## config.mk

```make
export PLATFORM = sky130hd
export DESIGN_NAME = kmeans_pixel_clustering
export DESIGN_NICKNAME = d
export VERILOG_FILES = /design/src/kpc_pkg.sv /design/src/kpc_divider.sv /design/src/kmeans_pixel_clustering.sv
export SDC_FILE = /design/constraint.sdc
export NUM_CORES = 2
export LEC_CHECK = 0
export ABC_AREA = 1
export BUFFER_PORTS_ARGS = -buffer_cell sky130_fd_sc_hd__buf_2
export CORE_UTILIZATION = 64
export DETAILED_ROUTE_END_ITERATION = 10
export GPL_TIMING_DRIVEN = 1
export PLACE_DENSITY = 0.81
export SETUP_SLACK_MARGIN = 0.2
export SLEW_MARGIN = 5
export SYNTH_ARGS = -nofsm -noshare
export SYNTH_HDL_FRONTEND = slang
export SYNTH_SLANG_ARGS = --single-unit
export TNS_END_PERCENT = 5
```

## constraint.sdc

```tcl
create_clock -name clk -period 19.95 [get_ports clk]
set_input_delay 3.99 -clock clk [delete_from_list [all_inputs] [get_ports clk]]
set_output_delay 3.99 -clock clk [all_outputs]
set_load 0.05 [all_outputs]
```

## src/kpc_pkg.sv

```systemverilog
package kpc_pkg;

	typedef enum logic [1:0] {
		CMD_CLASSIFY = 2'd0,
		CMD_END_PASS = 2'd1,
		CMD_LOAD     = 2'd2,
		CMD_NONE     = 2'd3
	} cmd_t;

	localparam logic [1:0] REG_BANDS = 2'd0;
	localparam logic [1:0] REG_MAXP  = 2'd1;
	localparam logic [1:0] REG_TOL   = 2'd2;

	typedef enum logic [2:0] {
		ST_IDLE,
		ST_CLS_RD,
		ST_CLS_WR,
		ST_EOP_RD,
		ST_EOP_DIV,
		ST_EOP_NEXT,
		ST_OUT
	} state_t;

	typedef struct packed {
		logic [2:0] label;
		logic [7:0] red;
		logic [7:0] green;
		logic [7:0] blue;
		logic       converged;
		logic       finished;
		logic [7:0] pass_number;
	} result_t;

	function automatic logic [23:0] palette(input logic [2:0] c);
		case (c)
			3'd0: palette = {8'd205, 8'd197, 8'd191};
			3'd1: palette = {8'd238, 8'd118, 8'd0};
			3'd2: palette = {8'd50, 8'd205, 8'd50};
			3'd3: palette = {8'd135, 8'd206, 8'd250};
			3'd4: palette = {8'd168, 8'd30, 8'd199};
			default: palette = 24'd0;
		endcase
	endfunction

endpackage

```

## src/kpc_divider.sv

```systemverilog
module kpc_divider import kpc_pkg::*; #(
	parameter int NW = 28,
	parameter int DW = 21
) (
	input  logic          clk,
	input  logic          arst_n,
	input  logic          start,
	input  logic [NW-1:0] num,
	input  logic [DW-1:0] den,
	output logic          done,
	output logic [NW-1:0] quot
);
	localparam int CW = $clog2(NW + 1);
	logic [NW-1:0] q_q;
	logic [DW:0]   r_q;
	logic [CW-1:0] cnt_q;
	logic          busy_q;
	logic [DW-1:0] den_q;
	logic [DW:0]   r_sh;

	assign r_sh = {r_q[DW-1:0], q_q[NW-1]};

	always_ff @(posedge clk or negedge arst_n) begin
		if (!arst_n) begin
			busy_q <= 1'b0;
			cnt_q  <= '0;
			done   <= 1'b0;
		end else begin
			done <= 1'b0;
			if (start) begin
				busy_q <= 1'b1;
				cnt_q  <= CW'(NW);
			end else if (busy_q) begin
				cnt_q <= cnt_q - 1'b1;
				if (cnt_q == CW'(1)) begin
					busy_q <= 1'b0;
					done   <= 1'b1;
				end
			end
		end
	end

	always_ff @(posedge clk) begin
		if (start) begin
			q_q   <= num;
			r_q   <= '0;
			den_q <= den;
		end else if (busy_q) begin
			if (r_sh >= {1'b0, den_q}) begin
				r_q <= r_sh - {1'b0, den_q};
				q_q <= {q_q[NW-2:0], 1'b1};
			end else begin
				r_q <= r_sh;
				q_q <= {q_q[NW-2:0], 1'b0};
			end
		end
	end

	assign quot = q_q;
endmodule

```

## src/kmeans_pixel_clustering.sv

```systemverilog
// K-means pixel classifier, five classes over up to four 8-bit bands.
// s_axis carries commands: classify a pixel, end a pass, or load a center.
// m_axis returns one result per command: label and display colour on
// classify, converged/finished on end of pass, pass count always.
// Configuration registers are written through cfg_we/cfg_index/cfg_data;
// the user must write them only while the block is idle; the block does not enforce it.
// Centers, band sums and class counts live in one synchronous memory row
// per class; a read arrives the cycle after its address. Classify reads all
// rows, keeping the nearest, then writes it back. End of pass walks every
// class and band in use through a radix-2 divider; an empty class skips the
// divider. Load writes the new center while its result is in the output
// state. One command is in flight at a time; the result sits in an output
// register and holds while m_axis_tready is low, and s_axis stays not ready
// until it is taken.
// Reset clears valid bits for all rows, so every row reads as zero until
// written; no clearing pass is needed. Configuration resets to 3/25/1.
module kmeans_pixel_clustering import kpc_pkg::*; #(
	parameter int CLUSTERS = 5,
	parameter int BANDS = 4,
	parameter int PIXEL_COUNT_BITS = 20
) (
	input  logic        clk,
	input  logic        arst_n,
	input  logic        s_axis_tvalid,
	output logic        s_axis_tready,
	// command[1:0], band_value_0..3 [33:2], center_index [36:34], zero pad
	input  logic [39:0] s_axis_tdata,
	output logic        m_axis_tvalid,
	input  logic        m_axis_tready,
	// label[2:0], red, green, blue, converged[27], finished[28],
	// pass_number[36:29], zero pad
	output logic [39:0] m_axis_tdata,
	input  logic        cfg_we,
	input  logic [1:0]  cfg_index,
	input  logic [7:0]  cfg_data
);
	localparam int SW = PIXEL_COUNT_BITS + 8;
	localparam int NW = PIXEL_COUNT_BITS + 1;
	localparam int CIW = $clog2(CLUSTERS);
	localparam int BIW = (BANDS > 1) ? $clog2(BANDS) : 1;
	localparam int RW = BANDS * 8 + BANDS * SW + NW;
	localparam logic [SW-1:0] SUM_MAX = '1;
	localparam logic [NW-1:0] CNT_MAX = '1;

	typedef struct packed {
		logic [BANDS-1:0][7:0]    ctr;
		logic [BANDS-1:0][SW-1:0] sum;
		logic [NW-1:0]            cnt;
	} row_t;

	logic [RW-1:0]       mem [CLUSTERS];
	logic [CLUSTERS-1:0] vld_q;
	row_t rd_row, rd_s1, wr_row;
	logic [CIW-1:0] rd_addr, wr_addr;
	logic wr_en, rd_vld_s1;

	logic [2:0] bands_q;
	logic [7:0] maxp_q, tol_q, passes_q;
	state_t st_q, st_d;
	cmd_t cmd_q;
	logic [BANDS-1:0][7:0] px_q;
	logic [CIW-1:0] cidx_q, best_q;
	logic [2:0] cidx_raw_q;
	logic [CIW:0] scan_q;
	logic [17:0] best_d_q;
	logic [BIW-1:0] band_q;
	logic moved_q;
	row_t cur_q;
	result_t res_q;
	logic [BIW:0] nb;
	logic div_start, div_done;
	logic [SW-1:0] quot;

	always_comb begin
		if (bands_q == 3'd0) nb = (BIW+1)'(1);
		else if ({1'b0, bands_q} > 4'(BANDS)) nb = (BIW+1)'(BANDS);
		else nb = (BIW+1)'(bands_q);
	end

	always_ff @(posedge clk) begin
		if (wr_en) mem[wr_addr] <= wr_row;
		rd_s1 <= mem[rd_addr];
	end

	always_ff @(posedge clk or negedge arst_n) begin
		if (!arst_n) begin
			vld_q <= '0;
			rd_vld_s1 <= 1'b0;
		end else begin
			if (wr_en) vld_q[wr_addr] <= 1'b1;
			rd_vld_s1 <= vld_q[rd_addr];
		end
	end

	assign rd_row = rd_vld_s1 ? rd_s1 : '0;

	// distance of the row that arrived this cycle
	logic [17:0] dsq;
	always_comb begin
		logic [8:0] df;
		dsq = '0;
		for (int b = 0; b < BANDS; b++) begin
			df = (rd_row.ctr[b] >= px_q[b]) ? {1'b0, rd_row.ctr[b] - px_q[b]}
			                               : {1'b0, px_q[b] - rd_row.ctr[b]};
			if ((BIW+1)'(b) < nb) dsq = dsq + 18'(df[7:0] * df[7:0]);
		end
	end

	// read address: scan index during classify, next class during end of
	// pass, class 0 or the load target while idle, load target during output
	always_comb begin
		rd_addr = scan_q[CIW-1:0];
		if (st_q == ST_IDLE)
			rd_addr = (cmd_t'(s_axis_tdata[1:0]) == CMD_LOAD) ? s_axis_tdata[34 +: CIW] : '0;
		if (st_q == ST_EOP_NEXT) rd_addr = CIW'(scan_q + 1'b1);
		if (st_q == ST_OUT) rd_addr = cidx_q;
	end

	logic [7:0] mean8, dlt;
	assign mean8 = (quot > SW'(255)) ? 8'd255 : quot[7:0];
	assign dlt = (mean8 >= cur_q.ctr[band_q]) ? mean8 - cur_q.ctr[band_q]
	                                          : cur_q.ctr[band_q] - mean8;

	always_comb begin
		st_d = st_q;
		case (st_q)
			ST_IDLE: if (s_axis_tvalid) begin
				case (cmd_t'(s_axis_tdata[1:0]))
					CMD_CLASSIFY: st_d = ST_CLS_RD;
					CMD_END_PASS: st_d = ST_EOP_RD;
					default:      st_d = ST_OUT;
				endcase
			end
			ST_CLS_RD: if (scan_q == (CIW+1)'(CLUSTERS)) st_d = ST_CLS_WR;
			ST_CLS_WR: st_d = ST_OUT;
			ST_EOP_RD: st_d = ST_EOP_DIV;
			ST_EOP_DIV: if (cur_q.cnt == '0 || (div_done && 
				(BIW+1)'(band_q) == nb - 1'b1)) st_d = ST_EOP_NEXT;
			ST_EOP_NEXT: st_d = (scan_q == (CIW+1)'(CLUSTERS - 1)) ? ST_OUT : ST_EOP_RD;
			ST_OUT: if (m_axis_tready) st_d = ST_IDLE;
			default: st_d = ST_IDLE;
		endcase
	end

	always_comb begin
		s_axis_tready = (st_q == ST_IDLE);
		m_axis_tvalid = (st_q == ST_OUT);
		wr_en = 1'b0;
		wr_addr = cidx_q;
		wr_row = cur_q;
		case (st_q)
			ST_EOP_RD: ;
			ST_CLS_WR: begin
				wr_en = 1'b1;
				wr_addr = best_q;
				wr_row = cur_q;
				for (int b = 0; b < BANDS; b++)
					if ((BIW+1)'(b) < nb) begin
						if ({1'b0, cur_q.sum[b]} + (SW+1)'(px_q[b]) > (SW+1)'(SUM_MAX))
							wr_row.sum[b] = SUM_MAX;
						else wr_row.sum[b] = cur_q.sum[b] + SW'(px_q[b]);
					end
				if (cur_q.cnt != CNT_MAX) wr_row.cnt = cur_q.cnt + 1'b1;
			end
			ST_EOP_NEXT: begin
				wr_en = 1'b1;
				wr_addr = scan_q[CIW-1:0];
				wr_row.sum = '0;
				wr_row.cnt = '0;
			end
			ST_OUT: if (cmd_q == CMD_LOAD && cidx_raw_q < 3'(CLUSTERS)) begin
				// load writes in every output cycle; rewrites are harmless
				wr_en = 1'b1;
				wr_addr = cidx_q;
				wr_row = rd_row;
				wr_row.ctr = px_q;
			end
			default: ;
		endcase
	end

	logic div_go_q;
	assign div_start = div_go_q;

	always_ff @(posedge clk or negedge arst_n) begin
		if (!arst_n) begin
			st_q <= ST_IDLE;
			bands_q <= 3'd3;
			maxp_q <= 8'd25;
			tol_q <= 8'd1;
			passes_q <= '0;
			div_go_q <= 1'b0;
		end else begin
			st_q <= st_d;
			div_go_q <= 1'b0;
			if (cfg_we) begin
				case (cfg_index)
					REG_BANDS: bands_q <= cfg_data[2:0];
					REG_MAXP:  maxp_q <= cfg_data;
					REG_TOL:   tol_q <= cfg_data;
					default: ;
				endcase
			end
			// empty classes never start the divider
			if (st_q == ST_EOP_RD && rd_row.cnt != '0) div_go_q <= 1'b1;
			if (st_q == ST_EOP_DIV && div_done && (BIW+1)'(band_q) != nb - 1'b1)
				div_go_q <= 1'b1;
			if (st_q == ST_EOP_NEXT && st_d == ST_OUT && passes_q != 8'd255)
				passes_q <= passes_q + 1'b1;
		end
	end

	// the eop row read issued in EOP_NEXT/IDLE arrives in EOP_RD; capture it
	logic [SW-1:0] div_num;
	assign div_num = cur_q.sum[band_q];

	kpc_divider #(.NW(SW), .DW(NW)) u_div (
		.clk(clk), .arst_n(arst_n), .start(div_start),
		.num(div_num), .den(cur_q.cnt), .done(div_done), .quot(quot)
	);

	always_ff @(posedge clk) begin
		case (st_q)
			ST_IDLE: begin
				cmd_q <= cmd_t'(s_axis_tdata[1:0]);
				for (int b = 0; b < BANDS; b++) px_q[b] <= s_axis_tdata[2+8*b +: 8];
				cidx_raw_q <= s_axis_tdata[36:34];
				cidx_q <= s_axis_tdata[34 +: CIW];
				scan_q <= '0;
				moved_q <= 1'b0;
				res_q <= '0;
			end
			ST_CLS_RD: begin
				if (scan_q != (CIW+1)'(CLUSTERS)) scan_q <= scan_q + 1'b1;
				// keep the nearest row so it can be written back directly
				if (scan_q == (CIW+1)'(1) || (scan_q != '0 && dsq < best_d_q)) begin
					best_d_q <= dsq;
					best_q <= CIW'(scan_q - 1'b1);
					cur_q <= rd_row;
				end
			end
			ST_CLS_WR: begin
				res_q.label <= 3'(best_q);
				{res_q.red, res_q.green, res_q.blue} <= palette(3'(best_q));
			end
			ST_EOP_RD: begin
				cur_q <= rd_row;
				band_q <= '0;
			end
			ST_EOP_DIV: if (div_done && cur_q.cnt != '0) begin
				if (dlt > tol_q) moved_q <= 1'b1;
				cur_q.ctr[band_q] <= mean8;
				band_q <= band_q + 1'b1;
			end
			ST_EOP_NEXT: begin
				scan_q <= scan_q + 1'b1;
				if (st_d == ST_OUT) begin
					res_q.converged <= !moved_q;
					res_q.finished <= !moved_q ||
						((passes_q != 8'd255 ? passes_q + 1'b1 : passes_q) >= maxp_q);
				end
			end
			default: ;
		endcase
		if (st_q == ST_IDLE) cur_q <= '0;
	end

	always_comb begin
		m_axis_tdata = '0;
		m_axis_tdata[2:0] = res_q.label;
		m_axis_tdata[10:3] = res_q.red;
		m_axis_tdata[18:11] = res_q.green;
		m_axis_tdata[26:19] = res_q.blue;
		m_axis_tdata[27] = res_q.converged;
		m_axis_tdata[28] = res_q.finished;
		m_axis_tdata[36:29] = passes_q;
	end

	assert property (@(posedge clk) disable iff (!arst_n)
		m_axis_tvalid && !m_axis_tready |=> m_axis_tvalid && $stable(m_axis_tdata))
		else $error("result changed under stall");
	assert property (@(posedge clk) disable iff (!arst_n)
		!(s_axis_tready && m_axis_tvalid))
		else $error("accept while result pending");
	assert property (@(posedge clk) disable iff (!arst_n)
		st_q == ST_CLS_WR |-> best_q < CIW'(CLUSTERS))
		else $error("label out of range");
endmodule

```

; Word-level counts from Yosys, hierarchy flattened
; Memory sizes are Yosys's and may differ from the RTL's. A register that Yosys moved wholly into a read port is not among the register bits.
; Cells that the tools add are included.
[word_totals]
n_memories = 1
reg_bits = 373
mem_bits_rw = 825
[op_classes]
n_mul = 4
bitwise_logic = 1
n_eq_ne = 30
n_mux = 82
n_reduce_logical = 43
magnitude_cmp = 25
n_addsub = 29
[memory_table]
columns = name, depth, width, rd, rd_clocked_by_memory_dff, write_ports, line_no
row1 = mem, 5, 165, 1, 1, 1, kmeans_pixel_clustering.sv:51  ; logic [RW-1:0] mem [CLUSTERS];
[op_table]
columns = operator, count
row1 = two-way mux 165 bit, 3
row2 = one-hot mux 133 bit (3 select lines), 1
row3 = two-way mux 28 bit, 11
row4 = one-hot mux 133 bit (2 select lines), 1
row5 = one-hot mux 24 bit (5 select lines), 1
row6 = adder 28 x 8 -> 29 bit, 4
row7 = > comparator 29 x 28 -> 1 bit (second input constant), 4
row8 = adder 28 x 8 -> 28 bit, 4
row9 = one-hot mux 32 bit (3 select lines), 1
row10 = subtractor 8 bit, 10
row11 = two-way mux 8 bit, 9
row12 = multiplier 8 x 8 -> 16 bit, 4
row13 = two-way mux 32 bit, 2
row14 = binary-select mux 28 bit (select 2 bit), 1
row15 = adder 18 x 16 -> 18 bit, 3
row16 = two-way mux 18 bit, 3
row17 = one-hot mux 27 bit (2 select lines), 1
row18 = greater-or-equal comparator 8 bit, 6
row19 = two-way mux 21 bit, 2
row20 = nonzero test 21 bit, 2
row21 = two-way mux 3 bit, 11
row22 = bitwise mux 32 bit, 1
row23 = > comparator 28 x 8 -> 1 bit (second input constant), 1
row24 = greater-or-equal comparator 22 x 21 -> 1 bit, 1
row25 = other kinds (59), 127

; Depth between registers and ports, before layout
[logic_depth]
depth_word = 16
mapped_depth = 94
depth_no_buf = 90

; Cells and area by module
; From an unflattened synthesis, not the netlist that was laid out.
[unflattened]
cells_unflattened = 8642
hier_area_um2 = 75023.2
[by_module_without_submodules]
columns = mod, n_inst, cells_per_inst, seq_area_each_um2, area_each_um2
row1 = kmeans_pixel_clustering, 1, 8015, 35016.1, 70322.4
row2 = kpc_divider, 1, 627, 2067.0, 4700.8

; Worst setup path before layout
; No wires, ideal clock.
[synth_path]
path_type = register to register
from = register rd_vld_s1
to = register best_d_q[0], enable pin
required_ps = 19574
path_slack_ps = 3867
path_stages_with_launch = 78
arrival_time_ps = 15707
synth_period_minus_slack_ps = 16083
path_buffers = 4
path_cell_list = dfrtp_1 clkbuf_1 clkbuf_1 nand2_1 inv_1 ha_1 inv_1 o21bai_1 nor2_1 nand3_2 nand3_1 o21ai_1 xnor2_1 inv_1 nor2_1 ha_1 xor2_1 ha_1 [... 42 more ...] nand2_1 nand2_1 a21oi_1 xor2_1 nand2_1 nand2_1 ha_1 a21oi_1 o21ai_0 nand2_1 o211ai_1 a21oi_1 nand3_1 nand2_1 nand2_1 buf_4 buf_2 inv_1
[synth_via]
elab_chain_len = 15
word_cells_on_any_way = 32
classes_between = add/sub (11) / mul (4) / order compare (5) / mux (9) / reduce/logical (3)
[synth_lines]
columns = element, line_no
row1 = from (decl), kmeans_pixel_clustering.sv:55  ; logic wr_en, rd_vld_s1;
row2 = from (signal assigned), kmeans_pixel_clustering.sv:91  ; rd_vld_s1 <= vld_q[rd_addr];
row3 = two-way mux 165 bit *, kmeans_pixel_clustering.sv:95  ; assign rd_row = rd_vld_s1 ? rd_s1 : '0;
row4 = subtractor 8 bit (tied with other cells), kmeans_pixel_clustering.sv:104  ; : {1'b0, px_q[b] - rd_row.ctr[b]};
row5 = two-way mux 8 bit, kmeans_pixel_clustering.sv:103  ; df = (rd_row.ctr[b] >= px_q[b]) ? {1'b0, rd_row.ctr[b] - px_q[b]}
row6 = multiplier 8 x 8 -> 16 bit, kmeans_pixel_clustering.sv:105  ; if ((BIW+1)'(b) < nb) dsq = dsq + 18'(df[7:0] * df[7:0]);
row7 = two-way mux 16 bit, kmeans_pixel_clustering.sv:105
row8 = adder 18 x 16 -> 18 bit, kmeans_pixel_clustering.sv:105
row9 = two-way mux 18 bit, kmeans_pixel_clustering.sv:105
row10 = adder 18 x 16 -> 18 bit, kmeans_pixel_clustering.sv:105
row11 = two-way mux 18 bit, kmeans_pixel_clustering.sv:105
row12 = adder 18 x 16 -> 18 bit, kmeans_pixel_clustering.sv:105
row13 = two-way mux 18 bit *, kmeans_pixel_clustering.sv:105
row14 = named net dsq[13], kmeans_pixel_clustering.sv:98  ; logic [17:0] dsq;
row15 = < comparator 18 bit *, kmeans_pixel_clustering.sv:236  ; if (scan_q == (CIW+1)'(1) || (scan_q != '0 && dsq < best_d_q)) begin
row16 = logical AND 1 bit *, kmeans_pixel_clustering.sv:236
row17 = logical OR 1 bit *, kmeans_pixel_clustering.sv:236
row18 = AND reduction 2 bit (no line) *, --
row19 = to (signal assigned), kmeans_pixel_clustering.sv:237  ; best_d_q <= dsq;
row20 = to (decl), kmeans_pixel_clustering.sv:65  ; logic [17:0] best_d_q;
; The timed path passes the listed nets; every way through them passes the cells marked *.
; A chain may end at the register's enable or synchronous reset.

; Worst setup path after layout
[layout_path]
from = register rd_vld_s1
to = register best_d_q[11], enable pin
; The elaborated chain is that of the path after synthesis.

==> results.tsv <==
stage	metric	value	unit
status	status	complete, but fails checks	
status	violations	DRC	
setup_path	critical_path.most_common_cell	inv_1	
final_layout	area_growth	7.83	%
logic_synthesis	synth_cell_type_count	68	
placed_design	io_buffers	90	
logic_synthesis	synth_commonest_cells	nor2_1 (1490), nand2_1 (1173), edfxtp_1 (964), inv_1 (932), o21ai_0 (733)	
floorplanning	die_y	342	um
timing	setup-tns-final	0	ns
logic_synthesis	synth_area	74200	um2
floorplanning	die_x	342	um
timing	slew_headroom	0.174	
clock_tree	cts-resized-gates	0	
route	ant_nets	0	
clock_tree	cts_root_buffer	clkbuf_16	
grt	antenna_found_initial	6	
placed_design	gp_congestion	0.950	
grt	overflow	0	
route	vias	60000	
final_layout	n_fill_cell	8543	
logic_synthesis	yosys.area.top_type	edfxtp_1	
route	via_per_inst	6.10	
clock_tree	htreeDepth	4	
clock_tree	clk_pin_slew	0.06	ns
setup_path	cp_slowest_cell	dfrtp_4	
timing	tightest_slew	1.24	ns
route	wl	205	mm
grt	grt_pass1_wl	319	mm
logic_synthesis	synth_edf_count	964	
logic_synthesis	syn_area_per_cell	8.91	um2
timing	finalHoldViolCount	0	
run	drv_cap	0	
timing	timing.fmax	54.3	MHz
logic_synthesis	async_flop_share	0.0324	
hold_path	hold_path.class	reg -> reg	
setup_path	crit_type	reg -> reg	
logic_synthesis	yosysSeqAreaShare	0.500	
floorplanning	top_level_ports	97	
route	wl_per_cell	20.9	um
setup_path	crit_required	20.38	ns
timing	grt_setup_unrepaired	no	
grt	groute.usage.overall	0.350	
logic_synthesis	yosys-top-cells-area	edfxtp_1 (39%), dfxtp_1 (9.5%), nor2_1 (7.5%)	
floorplanning	initial_utilization	0.647	
final_layout	final_nets	8743	
final_layout	layout-drive-gt1-share	0.0545	
setup_path	crit_path_max_fanout	28	
timing	setup-violations-final	0	
grt	grt_max_degree	191	
floorplanning	die_area	117000	um2
clock_tree	cts_inserted_buffers	141	
logic_synthesis	synth_ff_type	edfxtp_1	
route	drc_errors	30	
clock_tree	clock_sinks	1359	
setup_path	arrival	18.85	ns
route	drt-initial-drc-count	7168	
logic_synthesis	yosysWarningCount	0	
logic_synthesis	ys_ff_latch	1359	
setup_path	worstSetupEndpointType	flip-flop	
timing	skew	0.0487	ns
logic_synthesis	synth.top_cell.area_share	0.390	
clock_tree	postCtsSetupBuffers	0	
clock_tree	cts.path.max_buffers	3	
clock_tree	cts_tree	yes	
timing	slew_viol_final	0	
setup_path	cpPeakStageDelay	0.66	ns
placed_design	post-dp-hpwl	132	mm
timing	fin_crit_sh	0.923	
logic_synthesis	synth_most_common_cell	nor2_1	
timing	min_period	18.41	ns
grt	grt_pass1_vias	58200	
route	dr.pass1.iters	11	
setup_path	start_kind	flip-flop	
floorplanning	design.core.area	115000	um2
logic_synthesis	synthCells	8327	
clock_tree	cts_hold_buffers	0	
clock_tree	clk_latency	0.80	ns
floorplanning	core.rowCount	124	
-- stage by stage --
| stage | hold slack (ns) | worst slack (ns) | cells | cell area [um2] | utilization |
|---|---|---|---|---|---|
| global placement | 0.445 | 1.41 | 9577 | 75200 | 0.656 |
| floorplan | 0.406 | 3.87 | 8329 | 74200 | - |
| global route | 0.491 | 0.211 | 9840 | 80000 | 0.698 |
| finish | 0.473 | 1.54 | 9842 | 80000 | 0.698 |
| detailed placement | 0.456 | 1.32 | 9577 | 75200 | 0.656 |
| CTS | 0.471 | 1.21 | 9839 | 80000 | 0.697 |
-- path summary, 6_finish.rpt --
path / slack (ns) / to / cells after the start / from
hold / removal: 0.47 / vld_q[3] / 1 / vld_q[3]
setup / recovery: 1.54 / best_d_q[11] / 78 / rd_vld_s1
setup reg to reg: 1.54 / best_d_q[11] / 78 / rd_vld_s1
max in group asynchronous: 15.80 / rd_vld_s1 / 1 / arst_n
hold reg to reg: 0.47 / vld_q[3] / 1 / vld_q[3]
min in group asynchronous: 3.37 / passes_q[7] / 1 / arst_n
-- cell usage in the layout, fill, tap and decap left out, drive strengths merged, types with 4 or more instances in the layout --
cell | Yosys | final
o211ai | 108 | 108
a21oi | 367 | 367
nand2 | 1177 | 1177
fa | 157 | 157
dfrtp | 38 | 38
o221ai | 18 | 18
buf | 179 | 159
a221oi | 6 | 6
nor3b | 4 | 4
a31oi | 218 | 218
xnor2 | 32 | 32
o22ai | 4 | 4
a32oi | 7 | 7
nand3b | 8 | 8
o31ai | 15 | 15
dfstp | 6 | 6
ha | 323 | 323
mux2i | 10 | 10
clkinv | 7 | 48
xor2 | 175 | 175
clkbuf | 244 | 197
a211oi | 7 | 7
or2 | 17 | 17
bufinv | 0 | 11
a22oi | 32 | 32
nand3 | 336 | 336
edfxtp | 964 | 964
a21o | 15 | 15
dfxtp | 351 | 351
o21a | 7 | 7
inv | 947 | 955
o21ai | 854 | 854
nor2 | 1496 | 1496
o21bai | 17 | 17
clkinvlp | 0 | 5
nor3 | 61 | 61
nor4 | 28 | 28
nand4 | 80 | 80
-- registers in the layout, indices dropped and copies added, names as in the netlist, 3 cells and up --
name	count
mem	825
cur_q	165
rd_s1	165
px_q	32
u_div.quot	28
m_axis_tdata	25
u_div.den_q	21
u_div.r_q	21
best_d_q	18
maxp_q	8
passes_q	8
tol_q	8
u_div.cnt_q	5
vld_q	5
scan_q	4
bands_q	3
best_q	3
cidx_raw_q	3
st_q	3
-- critical path: cells and delay by family (launching register included) --
family,cells,cell delay [ns]
adder cells (fa/ha/maj),22,9.32
AO/OA/AOI/OAI,15,2.60
AND/OR/NAND/NOR,18,2.36
buffers and inverters,18,1.95
XOR/XNOR,5,1.08
flip-flops,1,0.66
-- cells by family after synthesis --
| kind of cell | Yosys count | synth area share |
|---|---|---|
| other | 1 | 0.0000505 |
| adders and majority gates | 480 | 0.0968 |
| and+or+nand+nor | 3213 | 0.176 |
| AOI/OAI and AO/OA | 1680 | 0.126 |
| xor gates and xnor gates | 207 | 0.0246 |
| muxes | 10 | 0.00135 |
| buffers and inverters | 1377 | 0.0755 |
| DFF | 1359 | 0.500 |
-- per-layer routing --
metal	global-route usage	share of wire
met5	0	0.00010
met3	0.0706	0.11
met2	0.564	0.46
met1	0.454	0.38
met4	0.169	0.048
-- cell type report --
class                      instances  area (um2)  share of cell area
inverter                         954        3610              0.0451
clock inverter                    65         812              0.0102
tap                             1512        1890              0.0236
multi-input combinational       5593       31600               0.395
timing repair buffer             159        1030              0.0129
clock buffer                     197        3950              0.0494
sequential                      1359       37100               0.464
antenna                            3        7.51           0.0000938
Power is not shown: default switching activity piles up to over one toggle a cycle in this logic, so the estimate is an artifact.
